### config.mk
export PLATFORM = sky130hd
export DESIGN_NAME = utf8_japanese_width_normalizer
export DESIGN_NICKNAME = d
export VERILOG_FILES = /design/src/rtl/ujw_pkg.sv /design/src/rtl/ujw_norm.sv /design/src/rtl/utf8_japanese_width_normalizer.sv
export SDC_FILE = /design/constraint.sdc
export NUM_CORES = 1
export LEC_CHECK = 0
export ABC_AREA = 1
export BUFFER_PORTS_ARGS = -buffer_cell sky130_fd_sc_hd__buf_2
export CAP_MARGIN = 20
export CORE_MARGIN = 5
export CORE_UTILIZATION = 66
export DETAILED_ROUTE_END_ITERATION = 8
export PLACE_DENSITY = 0.86
export RECOVER_POWER = 50
export SYNTH_ARGS = -nofsm -noshare
export SYNTH_HDL_FRONTEND = slang
export SYNTH_HIERARCHICAL = 1
export SYNTH_SLANG_ARGS = --single-unit
### constraint.sdc
create_clock -name clk -period 6.6 [get_ports clk]
set_input_delay 0 -clock clk [delete_from_list [all_inputs] [get_ports clk]]
set_output_delay 0 -clock clk [all_outputs]
set_load 0.05 [all_outputs]
### src/rtl/ujw_pkg.sv
// ----------------------------------------------------------------------------
// ujw_pkg
// Types, lookup tables and set tests for the UTF-8 Japanese width normalizer.
// ----------------------------------------------------------------------------
package ujw_pkg;

  localparam logic [7:0] LEAD_E2 = 8'he2;
  localparam logic [7:0] LEAD_E3 = 8'he3;
  localparam logic [7:0] LEAD_EF = 8'hef;

  typedef struct packed {
    logic [31:0] data;
    logic [2:0]  cnt;
    logic        last;
  } res_t;

  typedef struct packed {
    logic        hit;
    logic [2:0]  cnt;
    logic [31:0] data;
  } rom_t;

  function automatic logic [15:0] kana_rom(input logic [5:0] idx);
    logic [15:0] v;
    case (idx)
      6'd0: v = 16'h83b2;  6'd1: v = 16'h82a1;  6'd2: v = 16'h82a3;  6'd3: v = 16'h82a5;
      6'd4: v = 16'h82a7;  6'd5: v = 16'h82a9;  6'd6: v = 16'h83a3;  6'd7: v = 16'h83a5;
      6'd8: v = 16'h83a7;  6'd9: v = 16'h8383;  6'd10: v = 16'h83bc; 6'd11: v = 16'h82a2;
      6'd12: v = 16'h82a4; 6'd13: v = 16'h82a6; 6'd14: v = 16'h82a8; 6'd15: v = 16'h82aa;
      6'd16: v = 16'h82ab; 6'd17: v = 16'h82ad; 6'd18: v = 16'h82af; 6'd19: v = 16'h82b1;
      6'd20: v = 16'h82b3; 6'd21: v = 16'h82b5; 6'd22: v = 16'h82b7; 6'd23: v = 16'h82b9;
      6'd24: v = 16'h82bb; 6'd25: v = 16'h82bd; 6'd26: v = 16'h82bf; 6'd27: v = 16'h8381;
      6'd28: v = 16'h8384; 6'd29: v = 16'h8386; 6'd30: v = 16'h8388; 6'd31: v = 16'h838a;
      6'd32: v = 16'h838b; 6'd33: v = 16'h838c; 6'd34: v = 16'h838d; 6'd35: v = 16'h838e;
      6'd36: v = 16'h838f; 6'd37: v = 16'h8392; 6'd38: v = 16'h8395; 6'd39: v = 16'h8398;
      6'd40: v = 16'h839b; 6'd41: v = 16'h839e; 6'd42: v = 16'h839f; 6'd43: v = 16'h83a0;
      6'd44: v = 16'h83a1; 6'd45: v = 16'h83a2; 6'd46: v = 16'h83a4; 6'd47: v = 16'h83a6;
      6'd48: v = 16'h83a8; 6'd49: v = 16'h83a9; 6'd50: v = 16'h83aa; 6'd51: v = 16'h83ab;
      6'd52: v = 16'h83ac; 6'd53: v = 16'h83ad; 6'd54: v = 16'h83af; 6'd55: v = 16'h83b3;
      6'd56: v = 16'h829b; 6'd57: v = 16'h829c;
      default: v = 16'h0000;
    endcase
    return v;
  endfunction

  function automatic logic in_voiced(input logic [15:0] k);
    logic r;
    case (k)
      16'h818b, 16'h818d, 16'h818f, 16'h8191, 16'h8193, 16'h8195, 16'h8197, 16'h8199,
      16'h819b, 16'h819d, 16'h819f, 16'h81a1, 16'h81a4, 16'h81a6, 16'h81a8, 16'h81af,
      16'h81b2, 16'h81b5, 16'h81b8, 16'h81bb, 16'h82ab, 16'h82ad, 16'h82af, 16'h82b1,
      16'h82b3, 16'h82b5, 16'h82b7, 16'h82b9, 16'h82bb, 16'h82bd, 16'h8381, 16'h8384,
      16'h8386, 16'h8388, 16'h838f, 16'h8392, 16'h8395, 16'h8398, 16'h839b: r = 1'b1;
      default: r = 1'b0;
    endcase
    return r;
  endfunction

  function automatic logic in_semi(input logic [15:0] k);
    logic r;
    case (k)
      16'h81af, 16'h81b2, 16'h81b5, 16'h81b8, 16'h81bb,
      16'h838f, 16'h8392, 16'h8395, 16'h8398, 16'h839b: r = 1'b1;
      default: r = 1'b0;
    endcase
    return r;
  endfunction

  function automatic rom_t rom_lookup(input logic [7:0] hi, input logic [7:0] lo);
    rom_t        r;
    logic [15:0] v;
    logic [7:0]  idx;
    r = '0;
    v = '0;
    idx = '0;
    if (hi == 8'hbc && lo >= 8'h81 && lo <= 8'hbf && lo != 8'h82 && lo != 8'h87 &&
        lo != 8'hbc) begin
      r.hit = 1'b1; r.cnt = 3'd1; r.data = {24'h0, lo - 8'h60};
    end else if (hi == 8'hbd && lo >= 8'h81 && lo <= 8'h9d) begin
      r.hit = 1'b1; r.cnt = 3'd1; r.data = {24'h0, lo - 8'h20};
    end else if ((hi == 8'hbd && lo >= 8'ha6 && lo <= 8'hbf) ||
                 (hi == 8'hbe && lo >= 8'h80 && lo <= 8'h9f)) begin
      idx = (hi == 8'hbd) ? (lo - 8'ha6) : (lo - 8'h80 + 8'd26);
      v = kana_rom(idx[5:0]);
      r.hit = 1'b1; r.cnt = 3'd3; r.data = {8'h0, v[7:0], v[15:8], LEAD_E3};
    end else if (hi == 8'hbf && lo == 8'ha3) begin
      r.hit = 1'b1; r.cnt = 3'd1; r.data = 32'h7e;
    end else if (hi == 8'hbf && lo == 8'ha5) begin
      r.hit = 1'b1; r.cnt = 3'd1; r.data = 32'h5c;
    end
    return r;
  endfunction

endpackage

### src/rtl/ujw_norm.sv
// ----------------------------------------------------------------------------
// ujw_norm
// Per-item conversion, mark merge and release of the held character.
// ----------------------------------------------------------------------------
module ujw_norm import ujw_pkg::*; (
  input  logic [7:0]  b0,
  input  logic [7:0]  b1,
  input  logic [7:0]  b2,
  input  logic [7:0]  b3,
  input  logic [2:0]  cnt_raw,
  input  logic        eos,
  input  logic [31:0] held_char,
  input  logic [2:0]  held_count,
  output logic [1:0]  n_emit,
  output res_t        emit0,
  output res_t        emit1,
  output logic [31:0] held_char_nxt,
  output logic [2:0]  held_count_nxt
);

  logic [2:0]  c;
  logic [15:0] key;
  logic        daku, handaku, merged;
  logic [7:0]  h1, h2;
  logic [31:0] newch, cur_ch;
  logic [2:0]  ocnt, cur_cnt;
  logic        rel;
  rom_t        rom;

  always_comb begin
    c = (cnt_raw == 3'd0) ? 3'd1 : (cnt_raw > 3'd4) ? 3'd4 : cnt_raw;
    key = {held_char[15:8], held_char[23:16]};
    h1 = held_char[15:8];
    h2 = held_char[23:16];
    daku = (b0 == LEAD_EF && b1 == 8'hbe && b2 == 8'h9e) ||
           (b0 == LEAD_E3 && b1 == 8'h82 && b2 == 8'h9b);
    handaku = (b0 == LEAD_EF && b1 == 8'hbe && b2 == 8'h9f) ||
              (b0 == LEAD_E3 && b1 == 8'h82 && b2 == 8'h9c);
    merged = 1'b0;
    if (c == 3'd3 && held_count == 3'd3 && held_char[7:0] == LEAD_E3) begin
      if (daku) begin
        if (key == 16'h8186 || key == 16'h82a6) begin
          h1 = 8'h83; h2 = 8'hb4; merged = 1'b1;
        end else if (key == 16'h82bf) begin
          h1 = 8'h83; h2 = 8'h80; merged = 1'b1;
        end else if (in_voiced(key)) begin
          h2 = h2 + 8'd1; merged = 1'b1;
        end
      end else if (handaku && in_semi(key)) begin
        h2 = h2 + 8'd2; merged = 1'b1;
      end
    end

    rom = rom_lookup(b1, b2);
    newch = '0;
    ocnt = '0;
    if (c == 3'd3 && b0 == LEAD_E2 && b1 == 8'h80) begin
      case (b2)
        8'h98:   begin newch = 32'h60; ocnt = 3'd1; end
        8'h99:   begin newch = 32'h27; ocnt = 3'd1; end
        8'h9d:   begin newch = 32'h22; ocnt = 3'd1; end
        default: ocnt = 3'd0;
      endcase
    end else if (c == 3'd3 && b0 == LEAD_E3 && b1 == 8'h80 && b2 == 8'h80) begin
      newch = 32'h20; ocnt = 3'd1;
    end else if (c == 3'd3 && b0 == LEAD_EF && rom.hit) begin
      newch = rom.data; ocnt = rom.cnt;
    end
    if (ocnt == 3'd0) begin
      newch = {(c > 3'd3) ? b3 : 8'h0, (c > 3'd2) ? b2 : 8'h0,
               (c > 3'd1) ? b1 : 8'h0, b0};
      ocnt = c;
    end

    if (merged) begin
      cur_ch = {8'h0, h2, h1, LEAD_E3};
      cur_cnt = 3'd3;
    end else begin
      cur_ch = newch;
      cur_cnt = ocnt;
    end
    rel = !merged && held_count != 3'd0;

    emit0 = '{data: held_char, cnt: held_count, last: 1'b0};
    emit1 = '{data: cur_ch, cnt: cur_cnt, last: 1'b1};
    if (!rel) emit0 = emit1;
    n_emit = {1'b0, rel} + {1'b0, eos};

    held_char_nxt = eos ? 32'h0 : cur_ch;
    held_count_nxt = eos ? 3'd0 : cur_cnt;
  end

endmodule

### src/rtl/utf8_japanese_width_normalizer.sv
// ----------------------------------------------------------------------------
// utf8_japanese_width_normalizer
// Normalizes Japanese UTF-8 text one character per item, with mark merge.
// ----------------------------------------------------------------------------
// channel  ports                           direction
// in       in_byte0..3 in_count eos        valid/stall, one character
// out      out_byte0..3 out_count last     valid/stall, one character
//
// One item is accepted per cycle while in_stall is low; each item yields zero,
// one or two results into a four-entry result queue, drained at one result per
// cycle while out_stall is low. Input stalls while fewer than two queue entries
// are free. Reset clears the held character and empties the queue.
// ----------------------------------------------------------------------------
module utf8_japanese_width_normalizer import ujw_pkg::*; (
  input  logic       clk,
  input  logic       rst_n,
  input  logic       in_valid,
  output logic       in_stall,
  input  logic [7:0] in_byte0,
  input  logic [7:0] in_byte1,
  input  logic [7:0] in_byte2,
  input  logic [7:0] in_byte3,
  input  logic [2:0] in_count,
  input  logic       end_of_string,
  output logic       out_valid,
  input  logic       out_stall,
  output logic [7:0] out_byte0,
  output logic [7:0] out_byte1,
  output logic [7:0] out_byte2,
  output logic [7:0] out_byte3,
  output logic [2:0] out_count,
  output logic       last_of_string
);

  logic [31:0] held_char_r, held_char_nxt;
  logic [2:0]  held_count_r, held_count_nxt;
  res_t        q_r [4];
  logic [1:0]  wp_r, rp_r;
  logic [2:0]  fill_r;
  logic [1:0]  n_emit;
  res_t        emit0, emit1, head;
  logic        push, pop;
  logic [1:0]  n_push;

  ujw_norm u_norm (
    .b0(in_byte0), .b1(in_byte1), .b2(in_byte2), .b3(in_byte3),
    .cnt_raw(in_count), .eos(end_of_string),
    .held_char(held_char_r), .held_count(held_count_r),
    .n_emit(n_emit), .emit0(emit0), .emit1(emit1),
    .held_char_nxt(held_char_nxt), .held_count_nxt(held_count_nxt)
  );

  assign in_stall = fill_r > 3'd2;
  assign push = in_valid && !in_stall;
  assign out_valid = fill_r != 3'd0;
  assign pop = out_valid && !out_stall;
  assign n_push = push ? n_emit : 2'd0;
  assign head = q_r[rp_r];
  assign out_byte0 = head.data[7:0];
  assign out_byte1 = head.data[15:8];
  assign out_byte2 = head.data[23:16];
  assign out_byte3 = head.data[31:24];
  assign out_count = head.cnt;
  assign last_of_string = head.last;

  always_ff @(posedge clk) begin
    if (!rst_n) begin
      held_char_r <= '0;
      held_count_r <= '0;
      wp_r <= '0;
      rp_r <= '0;
      fill_r <= '0;
    end else begin
      if (push) begin
        held_char_r <= held_char_nxt;
        held_count_r <= held_count_nxt;
      end
      if (n_push != 2'd0) q_r[wp_r] <= emit0;
      if (n_push == 2'd2) q_r[wp_r + 2'd1] <= emit1;
      wp_r <= wp_r + n_push;
      if (pop) rp_r <= rp_r + 2'd1;
      fill_r <= fill_r + {1'b0, n_push} - {2'b0, pop};
    end
  end

endmodule

==> results.ini, run 1 <==
[sta]
final.period_utilization_pct = 88.8
drv_slew = 152
holdWs_ns = 0.0301
worst_pin_slew_ns = 3.25
final.setup.tns_ns = 0
finalCriticalPeriod_ns = 5.86
clock_skew_ns = 0.00924
relSlewSlack_pct = -117
setup_ws_ns = 0.742
rsz0062_at_grt = false
hold_violations = 0
finalSetupViolCount = 0
fmax_ghz = 0.171

[critical_path]
cp_max_fo = 40
cp.required_ns = 6.65
arrival_ns = 5.91
critPathKind = register to register
start_kind = register
end_kind = register

[clocking]
cts-root-buf = clkbuf_16
hold_buffers = 3
insertion_delay_ns = 0.44
cts_resized = 0
numCtsBuffers = 17
cts_tree = done
clkSinkCount = 188
ctsLongestPathBuffers = 2
htreeDepth = 4
clkSlewWorstSetupHoldPaths_ns = 0.08
post_cts_buffers = 0

[synthesis]
yosys_warnings = 6
synthMuxAreaShare_pct = 0
synth_top_family_by_area = simple AND/OR/NAND/NOR gates
synth_cell_types = 51
yosysSeqAreaShare_pct = 35.8
synth_fp_nets = 2118
synth.avg_cell_area_um2 = 7.07
synth_fa_ha_area_share_pct = 2.21
synth_seq_cells = 188
netlist_area_mm2 = 0.0145
yosys.area_share.xor_xnor_pct = 0.543
synthSimpleGateAreaFrac_pct = 34.5
synth_compound_area_share_pct = 17.3
synthCells = 2053

[power]
vdd_drop_max_mv = 0.178
leakage_nw = 6.41
power_density_mw_per_mm2 = 257
total_power_mw = 3.94

[worst_hold_path]
min_path_type = primary input to register

[floorplanning]
chipWidth_um = 158
fp.dieH_um = 158
core_area_mm2 = 0.0218
ios = 78
die_area_mm2 = 0.0251
rows = 54
initial_utilization_pct = 66.8

[grt]
grt_pass1_vias = 13800
grt_max_degree = 109
grt_first_pass_wirelength_um = 70500
grtUsageTotal_pct = 35.0
overflow = 0
antenna_found_initial = 0

[finish]
syn_to_final_growth_pct = 5.39
drive_above_1_share_pct = 9.48
instances_no_fill = 2338
final_cell_mix = nand2_1, nand3_1, nor2_1, inv_1
layout_commonest_cell = nand2_1
nets = 2110
n_antenna_cell = 0

[detailed_routing]
drtPass1Iterations = 8
drc = 0
drt-total-wl_um = 44100
drtIter0Drc = 1959
routed_via_density = 6.36
wire_per_inst_um = 18.9
dr_total_vias = 14900
antenna_left = 0

[place]
numPortBuffers = 77
finalWeightedCongestion = 0.968
hpwl_um = 29100
post-place-ws_ns = 1.45
dp.cells = 2303

[flow_run]
maxCapViolCount = 3

[outcome]
status = finished with violations
violations = max-capacitance violations, max-slew violations

[synthesized netlist by cell type (all sizes together)]
library cell	instances	area, um2
nand2	498	1940
nand3	300	1560
nor2	240	1050
inv	188	708
edfxtp	144	4320
o21bai	144	1080
o21ai	139	714
buf	68	454
clkbuf	58	218
a21oi	52	272
dfxtp	44	881
o22ai	38	238
nor3	32	185
nand4	27	184
ha	24	300
o211ai	13	97.6
xor2	7	61.3
clkinv	6	22.5
nor4	6	37.5
a31oi	5	31.3
and2	3	18.8
nand3b	3	22.5
o2111ai	3	26.3
xnor2	2	17.5
a211oi	1	7.51
a22oi	1	7.51
a311oi	1	8.76
a32oi	1	8.76
conb	1	3.75
fa	1	20.0
o221ai	1	8.76
o31ai	1	7.51
or2	1	6.26
[area by class of cell]
class	count	area [um2]
Multi-Input combinational cell	1545	7920
Fill cell	1789	6450
Sequential cell	188	5210
Inverter	194	731
Timing Repair Buffer	99	497
Clock buffer	18	429
Tap cell	280	350
Clock inverter	14	179
[final timing paths]
kind | slack, ns | cells past startpoint | endpoint | from
worst min register to register | 0.47 | 2 | held_char_r[26] | held_char_r[26]
worst min-delay path | 0.03 | 5 | held_char_r[10] | in_byte1[2]
worst max register to register | 0.74 | 7 | q_r[1][21] | fill_r[0]
worst max-delay path | 0.74 | 7 | q_r[1][21] | fill_r[0]
[critical path: stages, from the launching register on]
cell and delay (ns):
dfxtp_1 0.33, a21oi_1 2.40, nand2_1 0.22, clkbuf_1 0.79, a21oi_1 0.57, nand3_1 0.16
nand2_1 0.09, clkbuf_2 0.86
[per-stage QoR]
stage | util (%) | instance area (um2)
floorplan | - | 14500
global placement | 67.8 | 14700
detailed placement | 67.8 | 14700
CTS | 70.7 | 15400
global route | 70.4 | 15300
finish | 70.4 | 15300
[sequential cells by signal, summed over array words and instances (netlist names), named ones only]
register / cells
held_count_r: 3
held_char_r: 32
fill_r: 3
rp_r: 2
wp_r: 2
q_r: 144
[where the power goes]
| group | total, mW | switching [mW] | internal (mW) |
|---|---|---|---|
| registers | 1.40 | 0.0373 | 1.36 |
| clock network | 1.06 | 0.482 | 0.575 |
| logic | 1.48 | 1.15 | 0.332 |
[layer usage]
layer / routed length [um] / up-vias / share of wire, % / global-route usage [%]
met5: 0 / - / 0 / 0
met4: 1770 / 0 / 4.0 / 14.3
met3: 4830 / 168 / 11 / 5.49
met2: 20700 / 993 / 47 / 57.7
met1: 16800 / 6805 / 38 / 46.5
li1: - / 6902 / - / -
[kinds of logic (layout without fill, tap and decap cells)]
family / count (synthesis) / count (layout)
simple gates: 1110 / 1110
compound gates: 400 / 400
buf+inv: 320 / 325
flops: 188 / 188
fa+ha+maj: 25 / 25
xor+xnor: 9 / 9
other cells: 1 / 1
Note: power is estimated with default switching activity, not from simulation.
==> inputs of run 2 (changes only) <==
--- a/config.mk
+++ b/config.mk
@@ -11,9 +11,8 @@
 export CORE_MARGIN = 5
 export CORE_UTILIZATION = 66
 export DETAILED_ROUTE_END_ITERATION = 8
-export PLACE_DENSITY = 0.86
+export PLACE_DENSITY = 0.87
 export RECOVER_POWER = 50
 export SYNTH_ARGS = -nofsm -noshare
 export SYNTH_HDL_FRONTEND = slang
-export SYNTH_HIERARCHICAL = 1
 export SYNTH_SLANG_ARGS = --single-unit
==> results.ini, run 2 <==
[grt]
grt_first_pass_wirelength_um = 62100
grtUsageTotal_pct = 36.3
antenna_found_initial = 0
grt_pass1_vias = 11700
grt_max_degree = 74
overflow = 0

[floorplanning]
rows = 49
initial_utilization_pct = 67.3
ios = 78
core_area_mm2 = 0.0181
fp.dieH_um = 146
die_area_mm2 = 0.0213
chipWidth_um = 146

[detailed_routing]
drc = 0
routed_via_density = 6.44
drt-total-wl_um = 39400
wire_per_inst_um = 20.3
dr_total_vias = 12500
antenna_left = 0
drtPass1Iterations = 7
drtIter0Drc = 1539

[synthesis]
synth_commonest_cells = nand2_1, nand3_1, nor2_1
yosysSeqAreaShare_pct = 42.4
synth_top_cell_by_area = edfxtp_1
synth.area.top_cells = edfxtp_1, nand2_1, dfxtp_1, nand3_1, o21ai_0
synth.avg_cell_area_um2 = 7.41
synth_top_area_share_pct = 34.6
async_reset_ff_share_pct = 0
synth_fp_nets = 1707
synth_ff_type = edfxtp_1
synth_seq_cells = 188
yosysMostFrequentCell = nand2_1
synth_edf_count = 140
netlist_area_mm2 = 0.0122
synth_cell_types = 44
yosys_warnings = 0
synthCells = 1643

[critical_path]
path_buf_inv = 7
cpPeakStageDelay_ns = 0.67
r2r_start = held_char_r[17]
ff2ff_setup_slack_ns = 0.98
critPathTopFamily = simple AND/OR/NAND/NOR gates
reg2reg_depth = 24
cp_cell_sequence = inv_1, ha_1, inv_1, nor2_1, nand2_1, nand2_1, nand3_2, nand3_1, nor2_1, nand2_1, inv_1, nand2_2, nand2_4, nand2_2, inv_1, ha_1, inv_1, nor2_1, a21oi_1, inv_1, nand2_1, inv_1, nand2_1, o21ai_0
worstReg2RegEnd = q_r[1][1]
crit_top_cell = inv_1
end_kind = register
start_kind = register
cp.required_ns = 6.76
critPathKind = register to register
arrival_ns = 5.77
cp_max_fo = 24
slowest_stage = inv_1

[finish]
reg.largest.list = q_r x144, held_char_r x32
nets = 1760
top_register = q_r
drive_above_1_share_pct = 9.42
layout_commonest_cell = nand2_1
n_antenna_cell = 0
fill_cells = 1365
syn_to_final_growth_pct = 9.14
final_cell_mix = nand2_1, nand3_1, nor2_1, o21ai_0, edfxtp_1
instances_no_fill = 1938
largest_reg_flops = 144

[clocking]
cts-root-buf = clkbuf_16
cts_tree = done
clkSinkCount = 188
clkSlewWorstSetupHoldPaths_ns = 0.08
ctsLongestPathBuffers = 2
insertion_delay_ns = 0.44
numCtsBuffers = 17
post_cts_buffers = 0
htreeDepth = 4

[sta]
relSlewSlack_pct = -117
worst_pin_slew_ns = 3.26
hold_violations = 0
final.setup.tns_ns = 0
final.period_utilization_pct = 85.1
setup_ws_ns = 0.981
rsz0062_at_grt = false
finalCriticalPeriod_ns = 5.62
clock_skew_ns = 0.0164
drv_slew = 137
fmax_ghz = 0.178
finalSetupViolCount = 0

[power]
total_power_mw = 3.57
vdd_drop_max_mv = 0.236
leakage_nw = 5.32
power_density_mw_per_mm2 = 269

[flow_run]
maxCapViolCount = 3

[place]
numPortBuffers = 77
finalWeightedCongestion = 0.963
post-place-ws_ns = 1.83
dp.cells = 1894
hpwl_um = 25900

[outcome]
violations = max-capacitance violations, max-slew violations
status = finished with violations

[worst_hold_path]
holdPathEnd = held_char_r[3]
hold_path_depth = 5
min_path_type = primary input to register
hold_start = in_byte0[3]

==> run 2: kinds of logic (layout without fill, tap and decap cells) <==
kind of cell               count (synthesis)  in the layout  share of synthesized area [%]
adders and majority gates                 24             24                           2.53
AOI/OAI and AO/OA                        324            324                           15.2
buffers and inverters                    201            267                           6.82
DFF                                      188            188                           42.4
xor gates and xnor gates                   9              9                          0.648
and+or+nand+nor                          897            897                           32.4
==> run 2: final cells by class <==
class | count | area [um2] | area share, %
flip-flops and latches | 188 | 5170 | 38.9
clock buffers | 17 | 425 | 3.20
well taps | 229 | 287 | 2.16
repair buffers | 111 | 621 | 4.67
multi-input cells | 1254 | 6160 | 46.4
clock inverters | 15 | 158 | 1.19
inverters | 124 | 465 | 3.50
==> run 2: routing by layer <==
layer	wire [um]	vias up	GRT usage (%)
met2	18300	942	59.1
met5	0	-	0
met3	4930	149	6.66
li1	-	5779	-
met4	1600	0	16.4
met1	14600	5611	47.4
==> run 2: worst max-delay path by stage <==
stage	to	depth (start not counted)	from	slack [ns]
6_report	q_r[1][1]	24	held_char_r[17]	0.98
5_1_grt	q_r[1][12]	24	held_char_r[17]	0.68
4_1_cts	q_r[1][1]	24	held_char_r[17]	1.75
3_5_place_dp	q_r[2][15]	24	held_char_r[17]	1.83
3_3_place_gp	q_r[1][17]	24	held_char_r[17]	1.92
2_1_floorplan	q_r[3][10]	23	held_char_r[17]	2.24
==> run 2: power breakdown <==
group          internal [mW]  switching, mW  total [mW]
sequential              1.34         0.0434        1.39
clock                  0.504          0.497        1.00
combinational          0.250          0.931        1.18
==> run 2: tightest hold or removal path: cells and delay by family <==
kind / cells / cell delay [ns]
buffers and inverters: 2 / 0.18
AND/OR/NAND/NOR: 2 / 0.20
AO/OA/AOI/OAI: 1 / 0.06
==> run 2: per-stage QoR <==
step           hold slack [ns]  utilization, %  area (um2)
6_report                0.0543            73.4       13300
5_1_grt                  0.104            73.4       13300
4_1_cts                 0.0415            73.9       13400
3_5_place_dp             0.274            70.0       12700
3_3_place_gp             0.272            70.0       12700
2_1_floorplan           0.0935               -       12200
==> run 2: what timing repair did <==
item / 4_1_cts / 5_1_grt
setup endpoints to repair: 0 / 0
endpoints found under the hold margin: 16 / 0
hold buffers: 12 / 0
gates resized for setup: 0 / 0
